--- src/rtl/core/smv_pkg.sv ---
`timescale 1ns / 1ps

package smv_pkg;

  // Default configuration of the block.
  localparam int unsigned DefVecDepth = 1024;
  localparam int unsigned DefFracBits = 16;

  // Number of entries in the queue between the front and the back end.
  localparam int unsigned QueueDepth  = 4;

  // Field widths fixed by the transaction format.
  localparam int unsigned OpcodeW = 2;
  localparam int unsigned IndexW  = 10;
  localparam int unsigned DataW   = 32;
  localparam int unsigned RowW    = 16;
  localparam int unsigned AccW    = 64;

  // Opcodes of an input transaction.
  typedef logic [OpcodeW-1:0] opcode_t;
  localparam opcode_t OP_LOAD    = 2'd0;
  localparam opcode_t OP_NONZERO = 2'd1;
  localparam opcode_t OP_EMPTY   = 2'd2;

  // Input transaction.
  typedef struct packed {
    opcode_t                  opcode;
    logic [IndexW-1:0]        index;
    logic signed [DataW-1:0]  value;
    logic                     row_end;
  } in_item_t;

  // Output transaction.
  typedef struct packed {
    logic [RowW-1:0]          row_number;
    logic signed [DataW-1:0]  row_value;
    logic                     saturated;
  } out_item_t;

  // Work item handed from the front end to the back end.
  typedef struct packed {
    opcode_t                  opcode;
    logic signed [DataW-1:0]  value;
    logic signed [DataW-1:0]  vec_value;
    logic                     row_end;
  } work_t;

endpackage

--- src/rtl/core/smv_back.sv ---
`timescale 1ns / 1ps

module smv_back
  import smv_pkg::*;
#(
  parameter int unsigned FracBits = DefFracBits
) (
  input  logic      clk_i,
  input  logic      rst_ni,
  input  logic      pop_valid_i,
  output logic      pop_ready_o,
  input  work_t     pop_item_i,
  output logic      out_valid_o,
  input  logic      out_ready_i,
  output out_item_t out_item_o
);

  localparam logic signed [AccW-1:0] Max32 = AccW'(64'sd2147483647);
  localparam logic signed [AccW-1:0] Min32 = -AccW'(64'sd2147483648);

  logic                   advance;
  logic                   pop;
  logic                   step;

  logic                   m_valid_q;
  opcode_t                m_opcode_q;
  logic                   m_row_end_q;
  logic signed [AccW-1:0] m_prod_q;
  logic signed [AccW-1:0] m_prod_d;

  logic signed [AccW-1:0] acc_q, acc_d;
  logic [RowW-1:0]        row_q, row_d;
  logic                   out_valid_q, out_valid_d;
  out_item_t              out_item_q, out_item_d;

  logic signed [AccW-1:0] shifted;
  logic signed [AccW:0]   wide_sum;
  logic signed [AccW-1:0] sum;
  logic signed [AccW-1:0] clip_in;
  logic                   emit;

  assign advance     = !out_valid_q || out_ready_i;
  assign pop_ready_o = !m_valid_q || advance;
  assign pop         = pop_valid_i && pop_ready_o;
  assign step        = m_valid_q && advance;

  // Multiply stage: exact 32 x 32 signed product.
  assign m_prod_d = AccW'(pop_item_i.value) * AccW'(pop_item_i.vec_value);

  always_ff @(posedge clk_i or negedge rst_ni) begin
    if (!rst_ni) begin
      m_valid_q <= 1'b0;
    end else if (pop_ready_o) begin
      m_valid_q <= pop_valid_i;
    end
  end

  always_ff @(posedge clk_i) begin
    if (pop) begin
      m_opcode_q  <= pop_item_i.opcode;
      m_row_end_q <= pop_item_i.row_end;
      m_prod_q    <= m_prod_d;
    end
  end

  // Accumulate stage: floor shift, saturating add, clip on emission.
  always_comb begin
    shifted  = m_prod_q >>> FracBits;
    wide_sum = {acc_q[AccW-1], acc_q} + {shifted[AccW-1], shifted};
    if (wide_sum[AccW] != wide_sum[AccW-1]) begin
      sum = wide_sum[AccW] ? {1'b1, {(AccW - 1){1'b0}}} : {1'b0, {(AccW - 1){1'b1}}};
    end else begin
      sum = wide_sum[AccW-1:0];
    end

    acc_d       = acc_q;
    row_d       = row_q;
    out_valid_d = out_valid_q;
    out_item_d  = out_item_q;
    emit        = 1'b0;
    clip_in     = '0;

    if (advance) begin
      out_valid_d = 1'b0;
    end

    if (step) begin
      case (m_opcode_q)
        OP_LOAD: begin
          acc_d = '0;
          row_d = '0;
        end
        OP_NONZERO: begin
          if (m_row_end_q) begin
            emit    = 1'b1;
            clip_in = sum;
          end else begin
            acc_d = sum;
          end
        end
        OP_EMPTY: begin
          emit = 1'b1;
        end
        default: begin
        end
      endcase
    end

    if (emit) begin
      out_valid_d           = 1'b1;
      out_item_d.row_number = row_q;
      if (clip_in > Max32) begin
        out_item_d.row_value = DataW'(Max32);
        out_item_d.saturated = 1'b1;
      end else if (clip_in < Min32) begin
        out_item_d.row_value = DataW'(Min32);
        out_item_d.saturated = 1'b1;
      end else begin
        out_item_d.row_value = DataW'(clip_in);
        out_item_d.saturated = 1'b0;
      end
      acc_d = '0;
      row_d = row_q + 1'b1;
    end
  end

  always_ff @(posedge clk_i or negedge rst_ni) begin
    if (!rst_ni) begin
      acc_q       <= '0;
      row_q       <= '0;
      out_valid_q <= 1'b0;
    end else begin
      acc_q       <= acc_d;
      row_q       <= row_d;
      out_valid_q <= out_valid_d;
    end
  end

  // Output payload register.
  always_ff @(posedge clk_i) begin
    out_item_q <= out_item_d;
  end

  assign out_valid_o = out_valid_q;
  assign out_item_o  = out_item_q;

endmodule

--- config.mk ---
export PLATFORM = sky130hd
export DESIGN_NAME = smv_back
export DESIGN_NICKNAME = d
export VERILOG_FILES = /design/src/rtl/core/smv_pkg.sv /design/src/rtl/core/smv_back.sv
export SDC_FILE = /design/constraint.sdc
export NUM_CORES = 2
export LEC_CHECK = 0
export ABC_AREA = 1
export BUFFER_PORTS_ARGS = -buffer_cell sky130_fd_sc_hd__buf_4
export CORE_MARGIN = 2
export CORE_UTILIZATION = 55
export DETAILED_ROUTE_END_ITERATION = 12
export GPL_ROUTABILITY_DRIVEN = 0
export PLACE_DENSITY = 0.72
export SLEW_MARGIN = 20
export SYNTH_ARGS = -nofsm -noshare
export SYNTH_HDL_FRONTEND = slang
export SYNTH_SLANG_ARGS = --single-unit
export TNS_END_PERCENT = 50
--- constraint.sdc ---
create_clock -name clk_i -period 8.2 [get_ports clk_i]
set_input_delay 0 -clock clk_i [delete_from_list [all_inputs] [get_ports clk_i]]
set_output_delay 0 -clock clk_i [all_outputs]
set_load 0.1 [all_outputs]
==> results.sh <==
export IMPL_rows=110
export IMPL_timing_setup_critical_path_class="primary input to flip-flop"
export IMPL_maximum_fanout_count_along_the_critical_path=32
export IMPL_netlist_area_before_placement_um2=49700
export IMPL_path_buf_inv=4
export IMPL_clock_root_buffer="clkbuf_16"
export IMPL_cpPeakStageDelay_ns=0.65
export IMPL_detailroute_via_count=39954
export IMPL_fin_skew_ns=0.0217
export IMPL_port_buffers=121
export IMPL_timing_max_cap_violations=0
export IMPL_diode_insertion_count_for_antenna_repair=0
export IMPL_max_freq_ghz=0.133
export IMPL_critical_path_most_common_cell="fa_1"
export IMPL_detailedRoute_firstIterationViolations=3024
export IMPL_clock_sinks=182
export IMPL_wl_per_cell_um=18.5
export IMPL_critical_path_cell_chain="buf_4 -> nand2_1 -> fa_1 -> fa_1 -> fa_1 -> fa_1 -> inv_1 -> fa_1 -> inv_1 -> fa_1 -> inv_1 -> fa_1 -> fa_1 -> ha_1 -> nand2_1 -> nor2_1 -> nand4_1 -> o221ai_1 -> a21boi_0 -> o21ai_0 -> a21oi_1 -> o21ai_0 -> xor2_1"
export IMPL_min_path_type="primary input to asynchronous set/reset pin"
export IMPL_place_hpwl_um=111000
export IMPL_floorplan_die_height_um=305
export IMPL_run_status="finished, final reports clean"
export IMPL_final_max_slew_viol_count=0
export IMPL_synth_async_reset_ratio=0.451
export IMPL_fp_dieArea_um2=92800
export IMPL_cts_buffers=17
export IMPL_layout_area_overhead_vs_synth_pct=4.72
export IMPL_fillCellCount=8153
export IMPL_worst_slew_margin_rel=0.290
export IMPL_number_of_instances_resized_during_post_cts_repair=0
export IMPL_worst_ep_required_time_ns=8.41
export IMPL_hold_viol=0
export IMPL_rsz0062_at_grt="no"
export IMPL_seqCellArea_um2=5050
export IMPL_wirelength_um=138000
export IMPL_finalSetupViolations=0
export IMPL_setup_total_negative_slack_ns=0
export IMPL_postCtsSetupBuffers=0
export IMPL_cts_htree_levels=4
export IMPL_gr_total_overflow=0
export IMPL_ys_ff_latch=182
export IMPL_antenna_found_initial=3
export IMPL_vias_per_cell=5.35
export IMPL_yosys_most_used_dff="edfxtp_1"
export IMPL_synth_nets=7731
export IMPL_worstSkewPairLatency_ns=0.47
export IMPL_cp_data_arrival_time_ns=7.74
export IMPL_whs_ns=0.0948
export IMPL_final_period_utilization=0.918
export IMPL_pin_slew_with_the_least_headroom_to_its_limit_ns=1.07
export IMPL_cts_buffer_depth=2
export IMPL_number_of_enable_flip_flop_cells_after_synthesis=100
export IMPL_post_route_min_period_ns=7.53
export IMPL_library_cells_used_by_synthesis=54
export IMPL_syn_mean_instance_area_um2=7.85
export IMPL_die_x_um=305
export IMPL_antenna_left=0
export IMPL_nNetsFinal=7674
export IMPL_vias_in_the_first_global_route=42553
export IMPL_timing_critical_path_to_type="flip-flop"
export IMPL_cp_startpoint_kind="primary input"
export IMPL_drc=0
export IMPL_clock_transition_at_path_regs_ns=0.07
export IMPL_cts_hold_buffers_added=7
export IMPL_globalRouteTotalUtil=0.311
export IMPL_area_of_the_multi_input_gates_um2=37000
export IMPL_core_area_um2=89700
export IMPL_timing_critical_path_max_delay_family="adder cells"
export IMPL_postSynthCellCount=6330
export IMPL_grt_pass1_wl_um=226000
export IMPL_synth_sequential_area_ratio=0.102
export IMPL_first_pass_iters=6
export IMPL_drive_above_1_share=0.0372
export IMPL_io_pins=122
export IMPL_yosys_warnings=0
export IMPL_maximum_number_of_pins_on_one_net_before_global_route_repair=73
export IMPL_initial_utilization=0.554
export IMPL_cpMaxStageDelayCell="o21ai_0"
export IMPL_cts_tree="yes"
[cell usage in the layout (no fill, tap or decap), drive strengths merged, types with 5 or more instances in the layout]
master / count
a21oi: 185
a31oi: 24
buf: 146
clkbuf: 17
dfrtp: 82
dlygate4sd3: 7
edfxtp: 100
fa: 1082
ha: 248
inv: 1805
nand2: 1743
nand3: 94
nand3b: 10
nand4: 26
nor2: 329
nor3: 36
nor4: 6
o21a: 9
o21ai: 159
o21bai: 16
o31ai: 5
or2: 12
xnor2: 53
xor2: 49
[worst paths after layout]
path	end	slack [ns]	start	cells past startpoint
setup / recovery	m_prod_q[42]	0.67	pop_item_i[49]	23
hold / removal	row_q[7]	0.09	rst_ni	3
setup reg to reg	out_item_o[2]	2.54	m_prod_q[63]	21
hold reg to reg	out_item_o[39]	0.45	row_q[6]	0
max in group asynchronous	row_q[14]	7.31	rst_ni	3
min in group clk_i	m_row_end_q	0.26	pop_item_i[0]	2
[layer usage]
layer,global-route usage,up-vias,part of all wire
met1,0.400,19573,0.38
li1,-,18026,-
met2,0.510,1918,0.47
met4,0.153,6,0.057
met5,0,-,0.00028
met3,0.0538,431,0.095
[synth_stat cells (10+ instances only)]
cell type | instances | area share
nor2_1 | 322 | 0.024
inv_1 | 1784 | 0.13
edfxtp_1 | 100 | 0.060
fa_1 | 1082 | 0.44
o21bai_1 | 16 | 0.0024
nand3_1 | 91 | 0.0092
xor2_1 | 49 | 0.0086
nor3_1 | 32 | 0.0032
clkbuf_1 | 212 | 0.016
nand3b_1 | 10 | 0.0015
a31oi_1 | 24 | 0.0030
nand2_2 | 10 | 0.0013
nand4_1 | 26 | 0.0033
dfrtp_1 | 82 | 0.041
nand2_1 | 1729 | 0.13
a21oi_1 | 183 | 0.018
o21ai_0 | 159 | 0.016
ha_1 | 248 | 0.062
xnor2_1 | 53 | 0.0093
buf_6 | 10 | 0.0023
or2_2 | 11 | 0.0014
[worst register-to-register path: stages (launching register included)]
cell and delay [ns]:
edfxtp_1 0.85, ha_1 0.45, a21oi_1 0.25, a21boi_0 0.26, nand2_1 0.14, nand2_1 0.08
nand2_1 0.05, a21oi_1 0.33, nand2_1 0.13, nand2_1 0.09, nand2_2 0.10, nand2_4 0.39
buf_4 0.51, nand4_1 0.31, nand3_1 0.14, nand2_1 0.06, nor2_1 0.12, nand2_1 0.06
nor2_1 0.23, nand3_1 0.23, nand2_2 0.45, nand2_1 0.15
[per-stage QoR]
stage	instances	worst slack (ns)	util	area (um^2)
finish	7462	0.673	0.580	52100
global route	7462	0.460	0.580	52100
CTS	7461	0.738	0.580	52000
detailed placement	7422	0.235	0.572	51400
global placement	7422	0.483	0.572	51400
floorplan	6330	1.11	-	49700
[kinds of logic (layout without fill, tap and decap cells)]
kind of cell	Yosys count	in the layout	synth area share
AOI/OAI and AO/OA	427	427	0.0471
and+or+nand+nor	2265	2265	0.180
DFF	182	182	0.102
buffers and inverters	2024	1980	0.155
adders and majority gates	1330	1330	0.498
xor gates and xnor gates	102	102	0.0180
[state kept, by name (all words and copies together) (netlist names)]
signal       count
row_q           16
m_prod_q        48
m_valid_q        1
out_valid_o      1
m_opcode_q       2
out_item_o      49
m_row_end_q      1
acc_q           64
[layout make-up]
type	instances	share of cell area
multi-input cells	4124	0.711
inverters	1795	0.130
flip-flops and latches	182	0.0971
well taps	1176	0.0283
repair buffers	153	0.0228
clock buffers	17	0.00817
clock inverters	15	0.00341
Power is not shown: default switching activity piles up to over one toggle a cycle in this logic, so the estimate is an artifact.
