==> config.mk <==
export PLATFORM = sky130hd
export DESIGN_NAME = smv_queue
export DESIGN_NICKNAME = d
export VERILOG_FILES = /design/src/rtl/core/smv_pkg.sv /design/src/rtl/core/smv_queue.sv
export SDC_FILE = /design/constraint.sdc
export NUM_CORES = 1
export LEC_CHECK = 0
export ABC_AREA = 1
export ABC_CLOCK_PERIOD_IN_PS = 3700
export BUFFER_PORTS_ARGS = -buffer_cell sky130_fd_sc_hd__buf_2
export CAP_MARGIN = 15
export CORE_MARGIN = 1
export CORE_UTILIZATION = 45
export DETAILED_ROUTE_END_ITERATION = 8
export PLACE_DENSITY = 0.72
export SLEW_MARGIN = 20
export SYNTH_ARGS = -nofsm -noshare
export SYNTH_HDL_FRONTEND = slang
export SYNTH_SLANG_ARGS = --single-unit
==> constraint.sdc <==
create_clock -name clk_i -period 3.7 [get_ports clk_i]
set_clock_uncertainty 0.05 [all_clocks]
set_input_delay 0.555 -clock clk_i [delete_from_list [all_inputs] [get_ports clk_i]]
set_output_delay 0.555 -clock clk_i [all_outputs]
set_load 0.1 [all_outputs]
==> src/rtl/core/smv_pkg.sv <==
`timescale 1ns / 1ps

package smv_pkg;

  // Default configuration of the block.
  localparam int unsigned DefVecDepth = 1024;
  localparam int unsigned DefFracBits = 16;

  // Number of entries in the queue between the front and the back end.
  localparam int unsigned QueueDepth  = 4;

  // Field widths fixed by the transaction format.
  localparam int unsigned OpcodeW = 2;
  localparam int unsigned IndexW  = 10;
  localparam int unsigned DataW   = 32;
  localparam int unsigned RowW    = 16;
  localparam int unsigned AccW    = 64;

  // Opcodes of an input transaction.
  typedef logic [OpcodeW-1:0] opcode_t;
  localparam opcode_t OP_LOAD    = 2'd0;
  localparam opcode_t OP_NONZERO = 2'd1;
  localparam opcode_t OP_EMPTY   = 2'd2;

  // Input transaction.
  typedef struct packed {
    opcode_t                  opcode;
    logic [IndexW-1:0]        index;
    logic signed [DataW-1:0]  value;
    logic                     row_end;
  } in_item_t;

  // Output transaction.
  typedef struct packed {
    logic [RowW-1:0]          row_number;
    logic signed [DataW-1:0]  row_value;
    logic                     saturated;
  } out_item_t;

  // Work item handed from the front end to the back end.
  typedef struct packed {
    opcode_t                  opcode;
    logic signed [DataW-1:0]  value;
    logic signed [DataW-1:0]  vec_value;
    logic                     row_end;
  } work_t;

endpackage

==> src/rtl/core/smv_queue.sv <==
`timescale 1ns / 1ps

module smv_queue
  import smv_pkg::*;
(
  input  logic  clk_i,
  input  logic  rst_ni,
  input  logic  push_valid_i,
  output logic  push_ready_o,
  input  work_t push_item_i,
  output logic  pop_valid_o,
  input  logic  pop_ready_i,
  output work_t pop_item_o
);

  localparam int unsigned PtrW = (QueueDepth > 1) ? $clog2(QueueDepth) : 1;
  localparam int unsigned CntW = $clog2(QueueDepth + 1);

  work_t           mem_q [QueueDepth];
  logic [PtrW-1:0] wptr_q, wptr_d;
  logic [PtrW-1:0] rptr_q, rptr_d;
  logic [CntW-1:0] count_q, count_d;
  logic            push;
  logic            pop;

  assign push_ready_o = (count_q != CntW'(QueueDepth));
  assign pop_valid_o  = (count_q != '0);
  assign push         = push_valid_i && push_ready_o;
  assign pop          = pop_valid_o && pop_ready_i;
  assign pop_item_o   = mem_q[rptr_q];

  // Pointer and fill count update.
  always_comb begin
    wptr_d  = wptr_q;
    rptr_d  = rptr_q;
    count_d = count_q;
    if (push) begin
      wptr_d = (wptr_q == PtrW'(QueueDepth - 1)) ? '0 : wptr_q + 1'b1;
    end
    if (pop) begin
      rptr_d = (rptr_q == PtrW'(QueueDepth - 1)) ? '0 : rptr_q + 1'b1;
    end
    if (push && !pop) begin
      count_d = count_q + 1'b1;
    end else if (pop && !push) begin
      count_d = count_q - 1'b1;
    end
  end

  always_ff @(posedge clk_i or negedge rst_ni) begin
    if (!rst_ni) begin
      wptr_q  <= '0;
      rptr_q  <= '0;
      count_q <= '0;
    end else begin
      wptr_q  <= wptr_d;
      rptr_q  <= rptr_d;
      count_q <= count_d;
    end
  end

  // Queue storage.
  always_ff @(posedge clk_i) begin
    if (push) begin
      mem_q[wptr_q] <= push_item_i;
    end
  end

endmodule

==> results of run 1 <==
stage by stage:
| step | area, um2 | utilization, % | instances | setup TNS (ns) |
|---|---|---|---|---|
| after floorplan | 11200 | - | 841 | -72.49 |
| after global placement | 12000 | 49.5 | 1273 | 0 |
| after detailed placement | 12000 | 49.5 | 1273 | 0 |
| after CTS | 12900 | 53.2 | 1325 | 0 |
| after global routing | 12900 | 53.2 | 1325 | 0 |
| final | 12900 | 53.2 | 1326 | 0 |
layer usage:
| layer | routed length [um] | vias up | part of all wire, % |
|---|---|---|---|
| li1 | - | 3196 | - |
| met5 | 0 | - | 0 |
| met4 | 368 | 0 | 1.8 |
| met3 | 1190 | 31 | 5.8 |
| met1 | 8460 | 3083 | 41 |
| met2 | 10400 | 149 | 51 |
logic make-up after synthesis:
kind of cell / count (synthesis) / synth area share, %
DFF: 275 / 73.8
and+or+nand+nor: 230 / 7.85
buffers and inverters: 193 / 8.38
AOI/OAI and AO/OA: 135 / 9.07
adders and majority gates: 7 / 0.853
xor gates and xnor gates: 1 / 0.0786
critical path: stages (launching register included):
cell      delay (ns)
dfrtp_4         0.95
buf_12          0.38
o211ai_1        0.15
nand2_1         0.12
buf_2           0.43
synth_stat cells, drive strengths merged:
cell type,count
edfxtp,268
nand2,216
inv,148
o211ai,134
buf,41
dfrtp,7
nand3,7
ha,6
nor2,6
clkbuf,4
fa,1
nand4,1
o21ai,1
xnor2,1
area by class of cell:
| type | instances | share of cell area [%] |
|---|---|---|
| Sequential cell | 275 | 63.6 |
| Inverter | 148 | 4.30 |
| Clock inverter | 15 | 0.929 |
| Antenna cell | 1 | 0.0194 |
| Tap cell | 324 | 3.13 |
| Clock buffer | 36 | 5.82 |
| Multi-Input combinational cell | 373 | 15.6 |
| Timing Repair Buffer | 154 | 6.56 |
placed cells by master, fill, tap and decap left out:
cell           netlist  final
buf_12               0      3
buf_2               12    139
buf_4                7     11
bufinv_16            0      2
clkbuf_1             4      7
clkbuf_16            0     29
clkinv_1             0      6
clkinv_2             0      6
clkinvlp_4           0      1
dfrtp_1              7      5
dfrtp_2              0      1
dfrtp_4              0      1
diode_2              0      1
dlygate4sd3_1        0      1
edfxtp_1           268    268
fa_1                 1      1
ha_1                 6      6
inv_1              147    147
inv_2                1      1
nand2_1            216    216
nand3_1              7      7
nand4_1              1      1
nor2_1               6      2
nor2_4               0      4
o211ai_1           134    134
o21ai_0              1      1
xnor2_1              1      1
sequential cells by signal, summed over array words and instances, names as in the netlist:
name and count:
mem_q 268, count_q 3, rptr_q 2, wptr_q 2
worst min path at each step:
| stage | cells after the start | slack (ns) | endpoint | startpoint |
|---|---|---|---|---|
| 6_report | 1 | 0.18 | mem_q[0][48]$_DFFE_PP_ | push_item_i[48] |
| 5_1_grt | 1 | 0.16 | mem_q[2][48]$_DFFE_PP_ | push_item_i[48] |
| 3_3_place_gp | 1 | 0.35 | wptr_q[0]$_DFFE_PN0P_ | rst_ni |
| 3_5_place_dp | 1 | 0.36 | wptr_q[0]$_DFFE_PN0P_ | rst_ni |
| 4_1_cts | 1 | 0.15 | mem_q[2][48]$_DFFE_PP_ | push_item_i[48] |
| 2_1_floorplan | 0 | 0.21 | count_q[0]$_DFFE_PN0P_ | rst_ni |
==> results.md, run 1 <==
- Status: finished clean
- Port Buffers: 139
- HP Class: primary input to flop
- Synth area leaders: edfxtp_1 (72%), o211ai_1 (9.0%), nand2_1 (7.3%)
- Rel. slew slack: 40.9%
- Vias in the first global route: 6313
- FILL cells: 1996
- Starting density of the core: 45.8%
- Largest net degree at the start of global routing: 89
- Yosys synthesis warning count: 0
- Vias: 6459
- Routing usage on met2: 29.3%
- CP Capture Type: output port
- Yosys reg bits: 275
- Drt drc: 0
- Final wirelength: 20.4 mm
- Cell count after synthesis: 841
- GRT Max-Usage Layer: met2
- GRT Util Overall: 16.3%
- Cell taking the most area after synthesis: edfxtp_1
- Root Driver: clkbuf_16
- Detailed placement HPWL: 11.8 mm
- Worst-path clk slew: 0.06 ns
- Sequential Area: 8230 um2
- Clk_lat worst skew: 0.54 ns
- Final #Nets: 1058
- R2r endpoint: count_q[1]$_DFFE_PN0P_
- Layout cells sized above 1: 19.8%
- Met1 GRT Util: 19.4%
- Syn_nets: 919
- Unrepaired setup endpoints after global routing: false
- IO Pins: 140
- Post-CTS Hold Fix Bufs: 1
- Worst-Margin Slew: 0.887 ns
- Worst Path Arrival: 2.63 ns
- Total grt overflow: 0
- First-pass GRT wire length: 32.5 mm
- CTS buffer count: 28
- Setup violators final: 0
- Worst Setup SP: rptr_q[0]$_DFFE_PN0P_
- # Post-CTS Setup Buffers: 0
- Die Wd: 159 um
- Fraction of post-synthesis cell area in the top cell type by area: 72.2%
- CP Capture Point: pop_item_o[50]
- Synth cell types: 18
- CTS resizes: 0
- Seq/Total Area, Yosys: 73.8%
- DIE AREA: 25400 um2
- Post-detailed-route wirelength per cell: 15.4 um
- Post-DR vias/cell: 4.87
- Max Root-Sink Buffers: 3
- Clk sinks: 275
- Hold slack: 0.178 ns
- Final ANT Viol Nets: 0
- Tcrit/Tclk final: 87.5%
- Final min period: 3.24 ns
- H-Tree Depth: 1
- CTS tree: done
- FF-to-FF path depth: 9
- Fmax: 0.309 GHz
- CP required: 3.09 ns
- Gpl congestion: 0.758
- Syn_area_per_cell: 13.3 um2
- Pre-CTS setup slack: 1.00 ns
- Peak fanout along the critical path: 88
- Initial antenna violation count: 2
- CORE AREA: 24300 um2
- Die Height: 159 um
- Worst Setup Slack, final: 0.464 ns
- Worst R2R Setup Slack: 1.52 ns
- Footprint of the multi-input gates: 2020 um2
- Pre-antenna DRT Iters: 4
- # rows: 57
- Post-Syn Area: 11100 um2
- Starting DRT DRC Count: 343
- Reg-to-Reg Start: count_q[0]$_DFFE_PN0P_
- CP Class: flop to output port
- Area growth from synthesis to layout: 16.0%
- GRT met3 Usage: 3.83%
- Startpoint Class: flop
- Max Cap Violations: 0
- Final hold violation count: 0
- Slew Limit Fails: 0
Power of run 1 is left out: the tool's default activity adds up to more than one toggle a clock period on the data nets, which glitch-free logic cannot reach.
==> run 2: changes to the inputs <==
--- a/config.mk
+++ b/config.mk
@@ -7,12 +7,12 @@
 export LEC_CHECK = 0
 export ABC_AREA = 1
 export ABC_CLOCK_PERIOD_IN_PS = 3700
-export BUFFER_PORTS_ARGS = -buffer_cell sky130_fd_sc_hd__buf_2
 export CAP_MARGIN = 15
 export CORE_MARGIN = 1
-export CORE_UTILIZATION = 45
+export CORE_UTILIZATION = 50
 export DETAILED_ROUTE_END_ITERATION = 8
-export PLACE_DENSITY = 0.72
+export DONT_BUFFER_PORTS = 1
+export PLACE_DENSITY = 0.73
 export SLEW_MARGIN = 20
 export SYNTH_ARGS = -nofsm -noshare
 export SYNTH_HDL_FRONTEND = slang
==> run 2 against run 1 <==
Final cell count decreased by 8.7%. Sequential cell count is the same. Register-to-register slack lost 0.24 ns. Non-clock buffer count down 72. Die area fell by 9.9%. Cell area fell by 0.99%. Routed wire length is 1.9% lower. Critical endpoint is now pop_item_o[35].
==> results.md, run 2 (synthesis results as in run 1) <==
- Status: finished clean
- Peak fanout along the critical path: 76 (-14%)
- Layout cells sized above 1: 14.0% (-5.8 points)
- Final min period: 3.20 ns (-0.0388 ns)
- Clk_lat worst skew: 0.53 ns (about the same)
- CP required: 3.09 ns (about the same)
- Drt drc: 0 (unchanged)
- Post-DR vias/cell: 5.13 (+5.3%)
- Die Wd: 151 um (-5.1%)
- Commonest non-fill, non-tap cells in the layout: edfxtp_1 (268), nand2_1 (216), inv_1 (147)
- Initial antenna violation count: 0 (-2)
- CP Capture Type: output port
- Unrepaired setup endpoints after global routing: false
- CP Class: flop to output port
- Detailed placement HPWL: 11.1 mm (-6.1%)
- Vias in the first global route: 6094 (-3.5%)
- DIE AREA: 22900 um2 (-9.9%)
- Pre-antenna DRT Iters: 5 (+1)
- Worst-path clk slew: 0.06 ns (about the same)
- Highest cell delay on the worst timing path: 0.93 ns (-0.02 ns)
- Max reg flops: 268 (unchanged)
- Cells along the critical path: buf_4, nand2_1, o211ai_1, nand2_1, buf_4
- Rel. slew slack: 41.9% (+0.98 points)
- HP Class: primary input to flop
- Max Root-Sink Buffers: 3 (unchanged)
- CTS tree: done
- Most common cell after layout, fill and taps aside: edfxtp_1
- Sequential Area: 8230 um2 (unchanged)
- Final wirelength: 20.0 mm (-1.9%)
- Cell at the slowest stage of the critical path: dfrtp_4
- Final TNS setup: 0 ns (unchanged)
- Area growth from synthesis to layout: 14.9%
- Pre-CTS setup slack: 1.14 ns (+0.133 ns)
- Port Buffers: 0 (-100%)
- Root Driver: clkbuf_16
- CORE AREA: 21800 um2 (-10%)
- Footprint of the multi-input gates: 2020 um2 (unchanged)
- # rows: 54 (-5.3%)
- Worst Setup Slack, final: 0.503 ns (+0.0388 ns)
- Starting density of the core: 51.1% (+5.2 points)
- Worst Setup SP: rptr_q[0]$_DFFE_PN0P_
- First-pass GRT wire length: 30.6 mm (-5.8%)
- Startpoint Class: flop
- CP top delay family: flip-flops
- Post-detailed-route wirelength per cell: 16.6 um (+7.5%)
- Tcrit/Tclk final: 86.4% (-1.0 points)
- # Post-CTS Setup Buffers: 0 (unchanged)
- Post-CTS Hold Fix Bufs: 1 (unchanged)
- Sum of buffers and inverters on the critical path: 2 (unchanged)
- Worst-Margin Slew: 0.872 ns (-0.0147 ns)
- Reg-to-Reg Start: count_q[0]$_DFFE_PN0P_
- Final hold violation count: 0 (unchanged)
- Biggest regs: mem_q (268), count_q (3)
- CTS resizes: 0 (unchanged)
- Worst Path Arrival: 2.59 ns (-0.04 ns)
- IO Pins: 140 (unchanged)
- Gpl congestion: 0.755 (-0.42%)
- H-Tree Depth: 1 (unchanged)
- Hold path startpoint: push_item_i[24]
- FILL cells: 1681 (-16%)
- Largest net degree at the start of global routing: 77 (-13%)
- Starting DRT DRC Count: 272 (-21%)
- Max Cap Violations: 0 (unchanged)
- Die Height: 151 um (-5.1%)
- Slew Limit Fails: 0 (unchanged)
- GRT Util Overall: 17.6% (+1.3 points)
- Setup violators final: 0 (unchanged)
- Ant diodes: 0 (-1)
- Total grt overflow: 0 (unchanged)
- Fmax: 0.313 GHz (+1.2%)
- Final #Nets: 986 (-6.8%)
- Clk sinks: 275 (unchanged)
- Vias: 6205 (-3.9%)
- Final ANT Viol Nets: 0 (unchanged)
- CTS buffer count: 28 (unchanged)
- Biggest register: mem_q
run 2: cell types whose count changed in the layout (fill, tap and decap cells not counted), moves of 2 or more:
cell / change
buf_4: +61
buf_2: -139
clkinv_1: +2
inv_6: +2
buf_12: +6
clkbuf_1: -5
run 2: worst paths after layout:
path	endpoint	slack (ns)	depth (start not counted)
min in group asynchronous	wptr_q[0]$_DFFE_PN0P_	0.31	1
hold / removal	mem_q[3][24]$_DFFE_PP_	0.07	0
setup reg to reg	count_q[2]$_DFFE_PN0P_	1.28	12
max in group asynchronous	rptr_q[0]$_DFFE_PN0P_	3.00	1
setup / recovery	pop_item_o[35]	0.50	5
hold reg to reg	count_q[2]$_DFFE_PN0P_	0.46	2
run 2: layer usage:
layer | vias up | wire [um] | global-route usage (%)
met3 | 31 | 1350 | 4.04
li1 | 3053 | - | -
met1 | 2962 | 7850 | 20.2
met2 | 159 | 10400 | 32.3
met5 | - | 0 | 0
met4 | 0 | 433 | 5.40
run 2: through the flow:
stage	std cells	cell area (um2)	hold WS, ns	utilization (%)
6_report	1210	12800	0.0651	58.7
5_1_grt	1210	12800	0.0446	58.7
4_1_cts	1210	12800	0.0478	58.7
3_5_place_dp	1157	11900	0.210	54.4
3_3_place_gp	1157	11900	0.210	54.4
2_1_floorplan	841	11200	0.209	-
run 2: final cells by class:
class	instances	share of cell area, %
inverter	148	4.34
clock buffer	31	5.73
sequential	275	64.3
tap	280	2.74
clock inverter	21	1.46
multi-input combinational	373	15.8
timing repair buffer	82	5.71
run 2: worst reg2reg max path: cells and delay by family, from the launching register on:
| family | cells | cell delay [ns] |
|---|---|---|
| adders and majority gates | 2 | 0.56 |
| DFF | 1 | 0.41 |
| and+or+nand+nor | 6 | 0.72 |
| buffers and inverters | 4 | 0.58 |
Power of run 2 is left out for the same reason.
==> run 3: changes to the inputs <==
--- a/config.mk
+++ b/config.mk
@@ -5,7 +5,6 @@
 export SDC_FILE = /design/constraint.sdc
 export NUM_CORES = 1
 export LEC_CHECK = 0
-export ABC_AREA = 1
 export ABC_CLOCK_PERIOD_IN_PS = 3700
 export CAP_MARGIN = 15
 export CORE_MARGIN = 1
==> run 3 against run 2 <==
Routed wire length decreased by 16%. Clock-buffer cell count increased by 5. Fmax increased by 5.2%. Core utilization decreased by 1.2 points. Critical path depth decreased by 3. Setup slack improved by 0.16 ns. Cell area decreased by 12%. Sequential cell count unchanged. Sequential share of layout area increased by 8.8 points. Largest cell class unchanged.
==> results.md, run 3 <==
- Cells along the critical path: buf_12, mux4_2
- Slew Limit Fails: 0 (unchanged)
- Tcrit/Tclk final: 82.1% (-4.3 points)
- Startpoint Class: flop
- Ant diodes: 0 (unchanged)
- Post-detailed-route wirelength per cell: 24.5 um (+48%)
- Synth cell types: 19 (+1)
- Total grt overflow: 0 (unchanged)
- HP Class: primary input to flop
- EDFF count, synth: 268 (unchanged)
- Area growth from synthesis to layout: 11.6%
- Layout cells sized above 1: 27.7% (+14 points)
- Final ANT Viol Nets: 0 (unchanged)
- Gpl congestion: 0.657 (-13%)
- # Post-CTS Setup Buffers: 0 (unchanged)
- Max reg flops: 268 (unchanged)
- Worst Setup Slack, final: 0.661 ns (+0.158 ns)
- IO Pins: 140 (unchanged)
- FILL cells: 1387 (-17%)
- Final #Nets: 484 (-51%)
- GRT Util Overall: 16.8% (-0.78 points)
- Cell at the slowest stage of the critical path: mux4_2
- Synth top cells by count: edfxtp_1 (268), mux4_2 (67), buf_2 (9)
- Final hold violation count: 0 (unchanged)
- Max Cap Violations: 0 (unchanged)
- Setup violators final: 0 (unchanged)
- Final TNS setup: 0 ns (unchanged)
- Primary FF master, synth: edfxtp_1
- Root Driver: clkbuf_16
- Fmax: 0.329 GHz (+5.2%)
- Initial antenna violation count: 0 (unchanged)
- Biggest register: mem_q
- Peak fanout along the critical path: 26 (-66%)
- Fraction of post-synthesis cell area in the top cell type by area: 79.8% (+7.6 points)
- Biggest regs: mem_q (268), count_q (3)
- Post-CTS Hold Fix Bufs: 1 (unchanged)
- Syn_area_per_cell: 26.1 um2 (+97%)
- Die Wd: 144 um (-4.8%)
- CORE AREA: 19600 um2 (-10%)
- CP required: 3.09 ns (about the same)
- Vias in the first global route: 4396 (-28%)
- Status: finished clean
- Async SR Flop Fraction: 2.55% (unchanged)
- GRT Max-Usage Layer: met2
- CP top delay family: multiplexers
- Clk_lat worst skew: 0.52 ns (about the same)
- Largest net degree at the start of global routing: 68 (-12%)
- Synth area leaders: edfxtp_1 (80%), mux4_2 (15%), dfrtp_1 (1.7%)
- Rel. slew slack: 29.1% (-13 points)
- Sum of buffers and inverters on the critical path: 1 (-1)
- Pre-CTS setup slack: 1.06 ns (-0.0772 ns)
- Sequential Area: 8230 um2 (about the same)
- Pre-antenna DRT Iters: 4 (-1)
- Dominant cell by count in the synthesized netlist: edfxtp_1
- Final wirelength: 16.9 mm (-16%)
- CTS buffer count: 28 (unchanged)
- Vias: 4013 (-35%)
- # rows: 51 (-5.6%)
- Highest cell delay on the worst timing path: 0.82 ns (-0.11 ns)
- Starting DRT DRC Count: 196 (-28%)
- Port Buffers: 0 (unchanged)
- Most common cell after layout, fill and taps aside: edfxtp_1
- CP Class: flop to output port
- Placed Cells: 639 (-45%)
- Yosys synthesis warning count: 0 (unchanged)
- Seq/Total Area, Yosys: 81.5% (+7.8 points)
- Post-Syn Area: 10100 um2 (-9.5%)
- Worst Path Arrival: 2.43 ns (-0.16 ns)
- Clk sinks: 275 (unchanged)
- CTS resizes: 0 (unchanged)
- Worst-Margin Slew: 1.06 ns (+0.192 ns)
- Max Root-Sink Buffers: 3 (unchanged)
- CTS tree: done
- Syn_nets: 465 (-49%)
- Layout Utilization: 57.5% (-1.2 points)
- Met1 GRT Util: 21.0% (+0.80 points)
- Footprint of the multi-input gates: 1780 um2 (-12%)
- Die Height: 144 um (-4.8%)
- Unrepaired setup endpoints after global routing: false
- Non-filler cells, final: 688 (-43%)
- Worst-path clk slew: 0.06 ns (about the same)
- Starting density of the core: 51.5% (+0.41 points)
- Yosys reg bits: 275 (unchanged)
- DIE AREA: 20700 um2 (-9.4%)
- First-pass GRT wire length: 25.3 mm (-17%)
- Cell count after synthesis: 387 (-54%)
- Detailed placement HPWL: 9.26 mm (-17%)
- Final min period: 3.04 ns (-0.158 ns)
- GRT met3 Usage: 6.03% (+2.0 points)
- H-Tree Depth: 1 (unchanged)
- Post-DR vias/cell: 5.83 (+14%)
- Commonest non-fill, non-tap cells in the layout: edfxtp_1 (268), mux4_2 (67), clkbuf_16 (28)
- Drt drc: 0 (unchanged)
- Cell taking the most area after synthesis: edfxtp_1
- Routing usage on met2: 27.8% (-4.5 points)
- CP Capture Type: output port
## run 3: logic make-up (layout without fill, tap and decap cells)
family	count (synthesis)	in the layout	synth area share, %
simple gates	11	11	0.719
flops	275	275	81.5
xor+xnor	3	3	0.261
buf+inv	19	55	0.967
mux	72	72	15.6
fa+ha+maj	7	7	0.943
## run 3: worst reg2reg max path, delay by kind of cell (launching register included)
family,cells,cell delay (ns)
flip-flops,1,0.44
AND/OR/NAND/NOR,3,1.14
buffers and inverters,1,0.06
XOR/XNOR,2,0.32
adder cells (fa/ha/maj),2,0.58
## run 3: worst paths after layout
path / to / startpoint / depth (start not counted) / slack, ns
worst max-delay path: pop_item_o[41] / rptr_q[0]$_DFFE_PN0P_ / 2 / 0.66
worst min-delay path: mem_q[0][66]$_DFFE_PP_ / push_item_i[66] / 0 / 0.07
worst max register to register: count_q[2]$_DFFE_PN0P_ / count_q[0]$_DFFE_PN0P_ / 8 / 1.05
worst min register to register: count_q[2]$_DFFE_PN0P_ / count_q[2]$_DFFE_PN0P_ / 1 / 0.45
max in group asynchronous: rptr_q[0]$_DFFE_PN0P_ / rst_ni / 1 / 3.04
min in group asynchronous: count_q[1]$_DFFE_PN0P_ / rst_ni / 1 / 0.30
## run 3: per-stage QoR
| step | hold WS (ns) | cell area [um2] |
|---|---|---|
| finish | 0.0667 | 11300 |
| global route | 0.0344 | 11300 |
| CTS | 0.0435 | 11200 |
| detailed placement | 0.210 | 10400 |
| global placement | 0.210 | 10400 |
| floorplan | 0.209 | 10100 |
## run 3: layout make-up
type	instances	share of cell area [%]
multi-input combinational	93	15.8
sequential	275	73.1
tap	265	2.94
clock buffer	36	6.49
timing repair buffer	5	0.800
clock inverter	11	0.767
inverter	3	0.100
## run 3: per-layer routing
layer | wire length, um | part of all wire [%]
met5 | 0 | 0
met4 | 395 | 2.3
met3 | 1630 | 9.6
met2 | 8380 | 50
met1 | 6470 | 38
Power of run 3 is left out for the same reason.
